`src/rtl/gzsb_pkg.sv`:
```
// Package for the guard zone shadow bitmap: sizes, command codes and the
// payload and queue entry types. No dependencies.
package gzsb_pkg;

  localparam int ADDR_WIDTH = 16;
  localparam int PAGE_SHIFT = 12;
  localparam int WORD_BITS  = 64;

  localparam int LEN_W          = ADDR_WIDTH + 1;
  localparam int GRAN_BITS      = 3;
  localparam int BIT_W          = $clog2(WORD_BITS);
  localparam int TAKE_W         = BIT_W + 1;
  localparam int WIDX_W         = ADDR_WIDTH - BIT_W;
  localparam int NUM_WORDS      = 1 << WIDX_W;
  localparam int PAGE_W         = ADDR_WIDTH - PAGE_SHIFT;
  localparam int NUM_PAGES      = 1 << PAGE_W;
  localparam int PWORD_W        = PAGE_SHIFT - BIT_W;
  localparam int QUEUE_DEPTH    = 2;
  localparam int QPTR_W         = $clog2(QUEUE_DEPTH);

  typedef enum logic [1:0] {
    OP_CHECK  = 2'd0,
    OP_MARK   = 2'd1,
    OP_UNMARK = 2'd2,
    OP_ALLOC  = 2'd3
  } op_t;

  typedef struct packed {
    logic [1:0]            command;
    logic [ADDR_WIDTH-1:0] address;
    logic [LEN_W-1:0]      length;
  } in_item_t;

  typedef struct packed {
    logic guard_hit;
    logic page_missing;
  } out_item_t;

  typedef struct packed {
    op_t                   op;
    logic [ADDR_WIDTH-1:0] addr;
    logic [LEN_W-1:0]      len;
  } cmd_t;

endpackage

```
`src/rtl/gzsb_front.sv`:
```
// Front end: accepts input items and turns them into queue commands.
// Depends on gzsb_pkg.
module gzsb_front import gzsb_pkg::*; (
  input  logic     push,
  output logic     full,
  input  in_item_t in_data,
  output logic     q_push,
  output cmd_t     q_data,
  input  logic     q_full
);

  op_t op;

  assign op     = op_t'(in_data.command);
  assign full   = q_full;
  assign q_push = push & ~q_full;

  // Range commands drop the low address and length bits; checks and
  // allocations keep the address as given.
  always_comb begin
    q_data.op   = op;
    q_data.addr = in_data.address;
    q_data.len  = '0;
    if (op == OP_MARK || op == OP_UNMARK) begin
      q_data.addr = {in_data.address[ADDR_WIDTH-1:GRAN_BITS], {GRAN_BITS{1'b0}}};
      q_data.len  = {in_data.length[LEN_W-1:GRAN_BITS], {GRAN_BITS{1'b0}}};
    end
  end

endmodule

```
`config.mk`:
```
export PLATFORM = sky130hd
export DESIGN_NAME = gzsb_front
export DESIGN_NICKNAME = d
export VERILOG_FILES = /design/src/rtl/gzsb_pkg.sv /design/src/rtl/gzsb_front.sv
export SDC_FILE = /design/constraint.sdc
export NUM_CORES = 1
export LEC_CHECK = 0
export ABC_AREA = 1
export BUFFER_PORTS_ARGS = -buffer_cell sky130_fd_sc_hd__buf_2
export CORE_AREA = 4 4 41 43
export DETAILED_ROUTE_END_ITERATION = 12
export DIE_AREA = 0 0 45 47
export PLACE_DENSITY = 0.88
export SLEW_MARGIN = 20
export SYNTH_ARGS = -nofsm -noshare
export SYNTH_HDL_FRONTEND = slang
export SYNTH_SLANG_ARGS = --single-unit
```
`constraint.sdc`:
```
create_clock -name vclk -period 1.4
set_input_delay 0.42 -clock vclk [all_inputs]
set_output_delay 0.42 -clock vclk [all_outputs]
set_load 0.05 [all_outputs]
```
After elaboration in Yosys (flattened, before gate mapping)
Index checks and enable logic that the tools add are counted.
{ "word_totals": {"word_cells": 6, "in_bits": 37, "output_inout_bits": 37, "reg_bits": 0} }
{ "op_classes": {"eq_ne": 2, "muxes": 1, "reduce_logical": 1, "bitwise_logic": 2} }
{ "op_table": {"columns": ["op", "n"], "rows": [
  ["$mux 20", 1],
  ["$eq 2x1->1 const B", 1],
  ["$eq 2x2->1 const B", 1],
  ["$and 1x1->1", 1],
  ["$logic_or 1x1->1", 1],
  ["$not 1->1", 1]
]} }

Logic depth before layout (Yosys ltp)
{ "depth": {"ltp_word": 3, "ltp_mapped": 5, "depth_no_buf": 4} }

Worst setup path before layout
OpenSTA, ideal clock, no wires.
{ "synth_path": {"kind": "input to output", "from": "in in_data[33] (netlist bit)", "to": "out q_data[16] (netlist bit)", "path_slack_ns": -0.258, "arrival_time_ns": 1.238, "required_ns": 0.980, "n_path_buf": 0, "stages": 4, "cell_sequence": "inv_1 -> nand2_2 -> nand2_4 -> nor2_1"} }
{ "synth_lines": {"columns": ["item", "line", "text"], "rows": [
  ["start, declared", "gzsb_front.sv:6", "input in_item_t in_data,"],
  ["end, declared", "gzsb_front.sv:8", "output cmd_t q_data,"]
]} }

==> flow_summary.ini <==
[cells_and_area]
n_clock_buffer = 0
fin_area_sq_um = 762
design.seq.count = 0
fin_nets = 129
layout-drive-gt1-share_pct = 74.4
n_antenna_cell = 0
layout_commonest_cell = buf_2
syn2layout_area_growth_pct = 110
seq_area_sq_um = 0
final_cell_mix = buf_2, inv_1, nor2_4
post-route-util_pct = 58.6

[power]
seq_power_share_pct = 0
p_total_mw = 0.418
p_clk_share_pct = 0
swShare_pct = 64.9
p_leak_nw = 0.416
combPwrFrac_pct = 100.0
intPower_mw = 0.147
power.density_nw_per_um2 = 549
vdd_ir_drop_max_mv = 0.272
p_switching_mw = 0.271

[worst_setup_path]
worstPathArrival_ns = 1.03
critPathRequiredTime_ns = 0.98
worstSetupStartpointType = primary input
crit_fanout = 7
critical_path_class = primary input to output port
cp-end-kind = output port

[placement]
port_buffers = 42
dp_hpwl_um = 837
place_ws_ns = -0.366
gp_congestion = 0.637
postPlaceCellArea_sq_um = 533

[yosys]
syn_inst = 65
synth_top_family_by_area = buffers and inverters
syn_avg_cell_area_sq_um = 5.58
synth_area_sq_um = 363
synth.area.mux_share_pct = 0
synthXorXnorAreaFrac_pct = 0
yosysWarnings = 0
yosys.area_share.simple_pct = 35.9
synth-compound-area-share_pct = 0
ys_seq_area_share_pct = 0
synth_cell_types = 10
synthAdderAreaFrac_pct = 0

[timing]
setup_viol = 16
setup_tns_ns = -0.593
fin_crit_ns = 1.45
grt_setup_unrepaired = true
hold_viol = 0
layout_setup_ws_ns = -0.0543
drv_slew = 0
fmax_mhz = 688
finalCritPeriodShare_pct = 104

[grt]
grt_use_total_pct = 11.0
grt_pass1_vias = 427
grt.overflow.total = 0
antenna_found_initial = 0
grt_pass1_wl_um = 1810
grt_start_max_net_pins = 8

[min_path]
min_path_cells = 0
hp-class = primary input to output port
hp-start = in_data[21]
min_to = q_data[21]

[clocking]
postCtsSetupRepairBufs = 0

[detailed_routing]
vias = 411
wl_um = 1180
dr.first_iter.drc_count = 0
wl_per_cell_um = 11.2
drc = 0
firstDrtPassIters = 1
routed_via_density = 3.91
antenna_left = 0

[floorplanning]
fp-row-count = 13
die_y_um = 47
initial_core_util_pct = 27.9
die_x_um = 45
core_area_sq_um = 1300
ios = 74
die_area_sq_um = 2120

[status]
violations = setup timing
status = complete, but fails checks

[job]
max_cap_viol_count = 0
## layer usage
layer / vias up / part of all wire (%) / global-route usage [%] / routed length (um)
met4: 0 / 0.68 / 1.17 / 8
met1: 178 / 23 / 10.1 / 273
met3: 2 / 14 / 1.15 / 162
li1: 205 / - / - / -
met5: - / 0 / 0 / 0
met2: 26 / 62 / 25.4 / 731
## cell type report
cell class	instances	area (sq um)
well taps	15	18.8
multi-input cells	28	288
fillers	120	539
inverters	20	90.1
repair buffers	42	365
## how the worst max path moves through the flow
stage                           start         end  slack (ns)  cells after the start
after global placement    in_data[34]  q_data[10]       -0.34                      6
after CTS                 in_data[34]   q_data[3]       -0.05                      6
after floorplan           in_data[34]  q_data[10]       -0.04                      5
after detailed placement  in_data[34]  q_data[10]       -0.37                      6
final                     in_data[34]   q_data[5]       -0.05                      6
after global routing      in_data[34]   q_data[4]       -0.08                      6
## metrics by stage
stage	cells	hold slack, ns
after floorplan	67	0.936
after global placement	104	0.840
after detailed placement	104	0.840
after CTS	105	0.840
after global routing	105	0.840
final	105	0.840
## kinds of logic (layout without fill, tap and decap cells)
| family | after synthesis | count (layout) |
|---|---|---|
| buffers and inverters | 40 | 62 |
| AND/OR/NAND/NOR | 24 | 25 |
| other | 1 | 3 |
## worst max-delay path: stages
cell     delay [ns]
buf_12         0.11
inv_12         0.03
nand2_8        0.09
nand2_8        0.11
nor2_4         0.10
buf_6          0.16
## cells in the mapped netlist
library cell / n / area [sq um]
buf_4: 19 / 143
conb_1: 1 / 3.75
buf_6: 1 / 11.3
inv_1: 20 / 75.1
nor2_4: 1 / 11.3
nand2_1: 4 / 15.0
nand2_2: 1 / 6.26
nand2_4: 1 / 11.3
nor2_1: 8 / 30.0
nor2_2: 9 / 56.3
## power by group through the flow
stage / Combinational [mW] / Clock, mW / Sequential (mW)
global route: 0.438 / 0 / 0
floorplan: 0.369 / 0 / 0
finish: 0.418 / 0 / 0
global placement: 0.316 / 0 / 0
detailed placement: 0.321 / 0 / 0
CTS: 0.402 / 0 / 0
## repair_timing
item	4_1_cts	5_1_grt
pin swaps	2	4
hold buffers	0	0
gates cloned	1	0
setup endpoints to repair	17	17
resized for setup	48	9
hold endpoints to repair	0	0
(Power assumes the default switching activity.)
