==> src/rtl/gzsb_pkg.sv <==
// Package for the guard zone shadow bitmap: sizes, command codes and the
// payload and queue entry types. No dependencies.
package gzsb_pkg;

  localparam int ADDR_WIDTH = 16;
  localparam int PAGE_SHIFT = 12;
  localparam int WORD_BITS  = 64;

  localparam int LEN_W          = ADDR_WIDTH + 1;
  localparam int GRAN_BITS      = 3;
  localparam int BIT_W          = $clog2(WORD_BITS);
  localparam int TAKE_W         = BIT_W + 1;
  localparam int WIDX_W         = ADDR_WIDTH - BIT_W;
  localparam int NUM_WORDS      = 1 << WIDX_W;
  localparam int PAGE_W         = ADDR_WIDTH - PAGE_SHIFT;
  localparam int NUM_PAGES      = 1 << PAGE_W;
  localparam int PWORD_W        = PAGE_SHIFT - BIT_W;
  localparam int QUEUE_DEPTH    = 2;
  localparam int QPTR_W         = $clog2(QUEUE_DEPTH);

  typedef enum logic [1:0] {
    OP_CHECK  = 2'd0,
    OP_MARK   = 2'd1,
    OP_UNMARK = 2'd2,
    OP_ALLOC  = 2'd3
  } op_t;

  typedef struct packed {
    logic [1:0]            command;
    logic [ADDR_WIDTH-1:0] address;
    logic [LEN_W-1:0]      length;
  } in_item_t;

  typedef struct packed {
    logic guard_hit;
    logic page_missing;
  } out_item_t;

  typedef struct packed {
    op_t                   op;
    logic [ADDR_WIDTH-1:0] addr;
    logic [LEN_W-1:0]      len;
  } cmd_t;

endpackage

==> src/rtl/gzsb_queue.sv <==
// Short command queue between the front end and the back end.
// Depends on gzsb_pkg.
module gzsb_queue import gzsb_pkg::*; (
  input  logic clk,
  input  logic rst_n,
  input  logic wr_en,
  input  cmd_t wr_data,
  output logic full,
  input  logic rd_en,
  output cmd_t rd_data,
  output logic empty
);

  cmd_t              mem_r [QUEUE_DEPTH];
  logic [QPTR_W-1:0] wr_ptr_r, wr_ptr_nxt;
  logic [QPTR_W-1:0] rd_ptr_r, rd_ptr_nxt;
  logic [QPTR_W:0]   count_r, count_nxt;
  logic              do_wr, do_rd;

  assign full    = (count_r == (QPTR_W + 1)'(QUEUE_DEPTH));
  assign empty   = (count_r == '0);
  assign rd_data = mem_r[rd_ptr_r];
  assign do_wr   = wr_en & ~full;
  assign do_rd   = rd_en & ~empty;

  always_comb begin
    wr_ptr_nxt = wr_ptr_r;
    rd_ptr_nxt = rd_ptr_r;
    count_nxt  = count_r;
    if (do_wr) begin
      wr_ptr_nxt = (wr_ptr_r == QPTR_W'(QUEUE_DEPTH - 1)) ? '0 : wr_ptr_r + 1'b1;
    end
    if (do_rd) begin
      rd_ptr_nxt = (rd_ptr_r == QPTR_W'(QUEUE_DEPTH - 1)) ? '0 : rd_ptr_r + 1'b1;
    end
    if (do_wr && !do_rd) begin
      count_nxt = count_r + 1'b1;
    end else if (do_rd && !do_wr) begin
      count_nxt = count_r - 1'b1;
    end
  end

  always_ff @(posedge clk) begin
    if (!rst_n) begin
      wr_ptr_r <= '0;
      rd_ptr_r <= '0;
      count_r  <= '0;
    end else begin
      wr_ptr_r <= wr_ptr_nxt;
      rd_ptr_r <= rd_ptr_nxt;
      count_r  <= count_nxt;
    end
  end

  always_ff @(posedge clk) begin
    if (do_wr) begin
      mem_r[wr_ptr_r] <= wr_data;
    end
  end

endmodule

==> config.mk <==
export PLATFORM = sky130hd
export DESIGN_NAME = gzsb_queue
export DESIGN_NICKNAME = d
export VERILOG_FILES = /design/src/rtl/gzsb_pkg.sv /design/src/rtl/gzsb_queue.sv
export SDC_FILE = /design/constraint.sdc
export NUM_CORES = 1
export LEC_CHECK = 0
export BUFFER_PORTS_ARGS = -buffer_cell sky130_fd_sc_hd__buf_4
export CORE_ASPECT_RATIO = 1.25
export CORE_MARGIN = 2
export CORE_UTILIZATION = 45
export CTS_CLUSTER_DIAMETER = 40
export DETAILED_ROUTE_END_ITERATION = 10
export PLACE_DENSITY_LB_ADDON = 0.05
export SYNTH_ARGS = -nofsm -noshare
export SYNTH_HDL_FRONTEND = slang
export SYNTH_SLANG_ARGS = --single-unit
==> constraint.sdc <==
create_clock -name clk -period 3.45 [get_ports clk]
set_input_delay 0.1725 -clock clk [delete_from_list [all_inputs] [get_ports clk]]
set_output_delay 0.1725 -clock clk [all_outputs]
set_load 0.1 [all_outputs]
After elaboration in Yosys (flattened, before gate mapping)
Memories as Yosys holds them, arrays and structs flattened. A register that Yosys moved wholly into a read port is not among the register bits.
Index checks and enable logic that the tools add are counted.
- $add $sub $neg: 4
- equality and inequality tests: 1
- muxes and demuxes: 8
- bitwise gates (word level): 4
- reduce and logical (&&, ||, !) cells: 6
- operator list (operator ; number):
    1-bit 2-to-1 mux ; 6
    2-bit 2-to-1 mux ; 2
    1-bit adder, second input constant ; 2
    2-bit by 1-bit adder with 2-bit output, second input constant ; 1
    1-bit bitwise AND ; 2
    2-bit == test, second input constant ; 1
    1-bit logical AND ; 2
    1-bit logical NOT ; 2
    2-bit logical NOT ; 1
    1-bit inverter ; 2
    2-bit nonzero test ; 1
    2-bit by 1-bit subtractor with 2-bit output, second input constant ; 1
- register bits after elaboration: 4
- bits in writable memories: 70
- output and inout port bits: 37
- word-level logic and storage cells: 27
- memories: 1
- memories (memory ; depth ; bits a word ; rd ports ; clocked after memory_dff ; wr ports ; RTL line ; text):
    mem_r ; 2 ; 35 ; 1 ; 1 ; 1 ; gzsb_queue.sv:14 ; cmd_t mem_r [QUEUE_DEPTH];

Depth between registers and ports, before layout
Gate-level depths: netlist (run 1).
- depth after elaboration: 7
- depth in mapped cells: 7

Least setup slack after synthesis (run 1)
Ideal clock, no wire load.
- path kind: flip-flop to flip-flop
- from: register count_r[0]
- to: memory mem_r[0][0] (netlist name) (enable)
- library setup time: 423 ps
- arrival time: 2219 ps
- data required time: 3027 ps
- slack: 808 ps
- cell stages (with the launch flop): 4
- path buffers: 0
- period minus slack after synthesis: 2642 ps
- cell sequence: dfxtp_1 nand2b_1 inv_2 nor3_2
- longest elaborated chain between the ends: 5
- RTL lines (what ; RTL line ; text):
    from (decl) ; gzsb_queue.sv:17 ; logic [QPTR_W:0] count_r, count_nxt;
    from (signal assigned) ; gzsb_queue.sv:51 ; count_r <= count_nxt;
    2-bit == test ; gzsb_queue.sv:20 ; assign full = (count_r == (QPTR_W + 1)'(QUEUE_DEPTH));
    named net full ; gzsb_queue.sv:8 ; output logic full,
    1-bit inverter ; gzsb_queue.sv:23 ; assign do_wr = wr_en & ~full;
    1-bit bitwise AND ; gzsb_queue.sv:23 ;
    1-bit 2-to-1 mux ; gzsb_queue.sv:56 ; if (do_wr) begin
    1-bit 2-to-1 mux (not written as such) ; gzsb_queue.sv:57 ; mem_r[wr_ptr_r] <= wr_data;
    to (decl) ; gzsb_queue.sv:14 ;
The timed path passes the listed nets, and every way through them passes these cells.

==> results of run 1 <==
cell families (layout without fill, tap and decap cells):
kind of cell / count (synthesis) / in the layout / share of synthesized area (%)
AOI/OAI and AO/OA: 5 / 5 / 1.18
xor gates and xnor gates: 3 / 3 / 0.953
adders and majority gates: 1 / 1 / 0.454
buffers and inverters: 6 / 94 / 1.27
DFF: 75 / 75 / 79.9
muxes: 35 / 35 / 14.3
and+or+nand+nor: 9 / 9 / 2.00
per-layer routing:
metal | track usage [%] | vias to the layer above | wire [um]
met5 | 0 | - | 0
met4 | 7.58 | 0 | 76
met3 | 3.77 | 8 | 267
met2 | 24.8 | 55 | 2560
met1 | 16.1 | 718 | 1810
li1 | - | 685 | -
state kept, by name, summed over array words and instances, names as in the netlist, named ones only:
| signal | flops |
|---|---|
| count_r | 2 |
| rd_ptr_r | 1 |
| mem_r | 70 |
| wr_ptr_r | 1 |
worst max-delay path: stages, from the launching register on:
cell and delay (ps):
dfxtp_2 850, mux2_2 430, buf_4 240
per-stage QoR:
step                util (%)  area, um2  hold slack (ps)  setup slack, ps  cells
finish                  61.1       3580             22.3             1420    304
global route            61.1       3580            0.723             1310    304
CTS                     60.9       3570             9.14             1350    303
detailed placement      58.3       3410              360             1680    288
global placement        58.3       3410              358             1730    288
floorplan                  -       2760              271              808    134
area by class of cell:
class	instances	area (um2)	area share [%]
sequential	75	2200	61.6
clock buffer	9	124	3.46
tap	82	103	2.87
timing repair buffer	77	581	16.2
clock inverter	6	33.8	0.944
inverter	2	7.51	0.210
multi-input combinational	53	528	14.8
worst max path at each step:
| stage | from | end | slack [ps] | depth (start not counted) |
|---|---|---|---|---|
| 3_5_place_dp | count_r[0] | mem_r[1][14] | 1680 | 2 |
| 2_1_floorplan | count_r[0] | mem_r[0][0] | 810 | 3 |
| 6_report | flop | rd_data[20] | 1420 | 2 |
| 5_1_grt | flop | rd_data[3] | 1310 | 2 |
| 4_1_cts | flop | rd_data[20] | 1350 | 2 |
| 3_3_place_gp | flop | rd_data[30] | 1730 | 2 |
Yosys cell counts (all sizes together):
library cell	count	area, um2
and3	1	6.26
inv	2	7.50
nor2	2	7.51
o21a	1	7.51
o21ai	2	10.0
edfxtp	70	2100
xor2	1	8.76
a21boi	2	15.0
or3	1	6.26
mux2	35	394
xnor2	2	17.5
dfxtp	5	100
nand2b	1	6.26
buf	4	27.5
ha	1	12.5
and2	3	18.8
nor3	1	10.0
==> flow_metrics.env, run 1 <==
export IMPL_viasPerCell=4.82
export IMPL_dieHeight_um=91.5
export IMPL_wl_per_cell_um=15.5
export IMPL_skew_ps=4.79
export IMPL_grt_start_max_net_pins=37
export IMPL_dr_pass1_iters=6
export IMPL_nFillCells=433
export IMPL_clock_path_buffers=2
export IMPL_hold_start="wr_data[26]"
export IMPL_fp_dieW_um=74.0
export IMPL_cts_tree="yes"
export IMPL_relSlewSlack_pct=43.9
export IMPL_track_usage_pct=14.5
export IMPL_yosysUniqueCellTypes=21
export IMPL_grt_pass1_vias=1561
export IMPL_cts_buffers=9
export IMPL_netlist_area_mm2=0.00276
export IMPL_endpoint_kind="output pin"
export IMPL_finalSetupViolCount=0
export IMPL_nets=258
export IMPL_num_rows=31
export IMPL_fin_crit_sh_pct=59.0
export IMPL_clk_transition_reported_paths_ps=80
export IMPL_syn_nets=174
export IMPL_layout_common_cells="buf_4 (76), edfxtp_1 (70), mux2_2 (35), clkbuf_8 (9), dfxtp_1 (4)"
export IMPL_final_max_slew_viol_count=0
export IMPL_cts_setup_buffers=0
export IMPL_drc=0
export IMPL_worstSetupPathType="reg2out"
export IMPL_overflow=0
export IMPL_ios=76
export IMPL_core_mm2=0.00586
export IMPL_fin_crit_ps=2030
export IMPL_rsz0062_at_grt="no"
export IMPL_hold_depth=1
export IMPL_r2r_slack_ps=1700
export IMPL_timing_rr_end="mem_r[1][4]"
export IMPL_crit_fanout=35
export IMPL_tns_ps=0
export IMPL_worstSkewPairLatency_ps=330
export IMPL_max_cap_violations=0
export IMPL_hold_buffers=0
export IMPL_seq_area_frac_synth_pct=79.9
export IMPL_hpwl_mm=3.07
export IMPL_cts_root_buffer="clkbuf_8"
export IMPL_diodes=0
export IMPL_arrival_ps=1860
export IMPL_ys_seq_elements=75
export IMPL_cts_sinks=75
export IMPL_cts_max_level=3
export IMPL_area_growth_pct=29.8
export IMPL_avgSynthCellArea_um2=20.6
export IMPL_routed_wl_mm=4.71
export IMPL_die_area_mm2=0.00677
export IMPL_portBuffers=75
export IMPL_antenna_found_initial=0
export IMPL_mostFrequentLayoutCell="buf_4"
export IMPL_yosysWarnings=0
export IMPL_via_count=1466
export IMPL_startpoint_type="flop"
export IMPL_tightest_slew_ps=842
export IMPL_outcome="complete, no violations"
export IMPL_grt_pass1_wl_mm=7.13
export IMPL_detail_route_antenna_nets=0
export IMPL_min_to="mem_r[1][26]"
export IMPL_required_ps=3280
export IMPL_r2r_start="count_r[0]"
export IMPL_gp_congestion=0.716
export IMPL_initial_utilization_pct=47.1
export IMPL_cts_resized_gates=0
export IMPL_synthCells=134
export IMPL_drt_iter0_markers=71
export IMPL_drive_gt1_share_pct=58.1
export IMPL_max_freq_mhz=492
export IMPL_hold_viol_final=0
export IMPL_hold_class="in2reg"
export IMPL_ff2ff_path_depth=2
Power of run 1 is not shown: default switching activity piles up to over one toggle a cycle in this logic, so the estimate is an artifact.
==> run 2: changes to the inputs <==
==> constraint.sdc (replaced) <==
create_clock -name clk -period 2 [get_ports clk]
set_input_delay 0.1 -clock clk [delete_from_list [all_inputs] [get_ports clk]]
set_output_delay 0.1 -clock clk [all_outputs]
set_load 0.1 [all_outputs]
==> flow_metrics.env, run 2 (same netlist as run 1, synthesis figures left out) <==
export IMPL_dieHeight_um=91.5
export IMPL_fp_dieW_um=74.0
export IMPL_slowest_stage="dfxtp_2"
export IMPL_track_usage_pct=15.8
export IMPL_grt_pass1_vias=1714
export IMPL_drt_iter0_markers=71
export IMPL_initial_utilization_pct=47.1
export IMPL_ff2ff_path_depth=6
export IMPL_core_mm2=0.00586
export IMPL_outcome="complete, no violations"
export IMPL_max_cap_violations=0
export IMPL_pwr_share_clk_pct=20.5
export IMPL_ios=76
export IMPL_r2r_slack_ps=470
export IMPL_crit_chain="buf_12, mux2_2, buf_4"
export IMPL_timing_rr_end="count_r[1]"
export IMPL_viasPerCell=4.59
export IMPL_crit_fanout=22
export IMPL_portBuffers=75
export IMPL_p_switching_mw=2.92
export IMPL_fin_crit_sh_pct=90.6
export IMPL_worstSetupPathType="reg2out"
export IMPL_dr_pass1_iters=4
export IMPL_leakagePower_nw=1.54
export IMPL_die_area_mm2=0.00677
export IMPL_p_int_mw=3.58
export IMPL_hold_viol_final=0
export IMPL_drive_gt1_share_pct=51.5
export IMPL_largest_register="mem_r"
export IMPL_whs_ps=151
export IMPL_largest_reg_flops=70
export IMPL_preCtsSetupSlack_ps=498
export IMPL_hpwl_mm=3.18
export IMPL_cts_root_buffer="clkbuf_8"
export IMPL_p_seq_share_pct=32.2
export IMPL_cts_tree="yes"
export IMPL_cts_buffers=9
export IMPL_tns_ps=0
export IMPL_power_total_mw=6.50
export IMPL_startpoint_type="flop"
export IMPL_max_freq_mhz=552
export IMPL_postLayoutCoreUtil_pct=69.3
export IMPL_detail_route_antenna_nets=0
export IMPL_required_ps=1900
export IMPL_skew_ps=10.3
export IMPL_hold_start="wr_en"
export IMPL_wl_per_cell_um=14.4
export IMPL_peakVddDrop_v=0.00125
export IMPL_layout_common_cells="buf_4 (79), edfxtp_1 (70), dlygate4sd3_1 (36), mux2_2 (35), clkbuf_8 (9)"
export IMPL_clk_transition_reported_paths_ps=70
export IMPL_worst_path_largest_cell_delay_ps=560
export IMPL_routed_wl_mm=4.97
export IMPL_combPwrFrac_pct=47.3
export IMPL_arrival_ps=1710
export IMPL_diodes=0
export IMPL_grt_pass1_wl_mm=7.69
export IMPL_grt_start_max_net_pins=24
export IMPL_reg_top3="mem_r (70), count_r (2)"
export IMPL_endpoint_kind="output pin"
export IMPL_switching_share_pct=44.9
export IMPL_p_per_area_mw_per_mm2=1600
export IMPL_via_count=1578
export IMPL_mostFrequentLayoutCell="buf_4"
export IMPL_nets=297
export IMPL_num_rows=31
export IMPL_r2r_start="count_r[1]"
export IMPL_clock_path_buffers=2
export IMPL_cts_max_level=3
export IMPL_drc=0
export IMPL_finalSetupViolCount=0
export IMPL_worstSkewPairLatency_ps=340
export IMPL_tightest_slew_ps=366
export IMPL_hold_class="in2reg"
export IMPL_worst_slack_ps=188
export IMPL_crit_end="rd_data[3]"
export IMPL_rsz0062_at_grt="no"
export IMPL_gp_congestion=0.741
export IMPL_cts_sinks=75
export IMPL_fin_crit_ps=1810
export IMPL_final_max_slew_viol_count=0
export IMPL_area_growth_pct=47.2
export IMPL_overflow=0
export IMPL_relSlewSlack_pct=75.6
export IMPL_antenna_found_initial=0
==> run 2: power by group through the flow <==
stage | Sequential, mW | Combinational, mW | Clock (mW)
after global placement | 2.11 | 3.01 | 0
after detailed placement | 2.13 | 3.03 | 0
after global routing | 2.12 | 3.17 | 1.43
after floorplan | 2.07 | 2.49 | 0
after CTS | 2.10 | 3.10 | 1.35
final | 2.09 | 3.08 | 1.33
==> run 2: layout make-up <==
type,count,area (um2)
clock buffer,10,128
clock inverter,6,104
fill,400,1800
inverter,2,12.5
multi-input combinational,53,536
sequential,75,2200
tap,82,103
timing repair buffer,116,973
==> run 2: worst min-delay path by stage <==
| stage | end | cells past startpoint |
|---|---|---|
| after floorplan | mem_r[0][0] | 0 |
| after global placement | mem_r[0][4] | 1 |
| after detailed placement | mem_r[1][9] | 1 |
| after CTS | wr_ptr_r | 3 |
| after global routing | wr_ptr_r | 3 |
| final | wr_ptr_r | 3 |
==> run 2: worst max-delay path: cells and delay by family, from the launching register on <==
family,cells,cell delay (ps)
buf+inv,2,460
flops,1,560
mux,1,360
==> run 2: repair_timing <==
| item | CTS | global route |
|---|---|---|
| setup buffers | 0 | 0 |
| hold endpoints to repair | 72 | 0 |
| hold buffers | 36 | 0 |
| resized for setup | 0 | 0 |
==> run 2: per-stage QoR <==
step                      std cells  cell area (um2)
after floorplan                 134             2780
after global placement          292             3470
after detailed placement        292             3470
after CTS                       344             4060
after global routing            344             4060
final                           344             4060
==> run 2: layer usage <==
metal  vias up  track usage (%)  part of all wire, %
li1        763                -                    -
met2        51             27.9                   54
met4         0             6.36                  1.9
met1       753             16.7                   38
met5         -                0                    0
met3        11             5.33                  5.7
(Power assumes the default switching activity.)
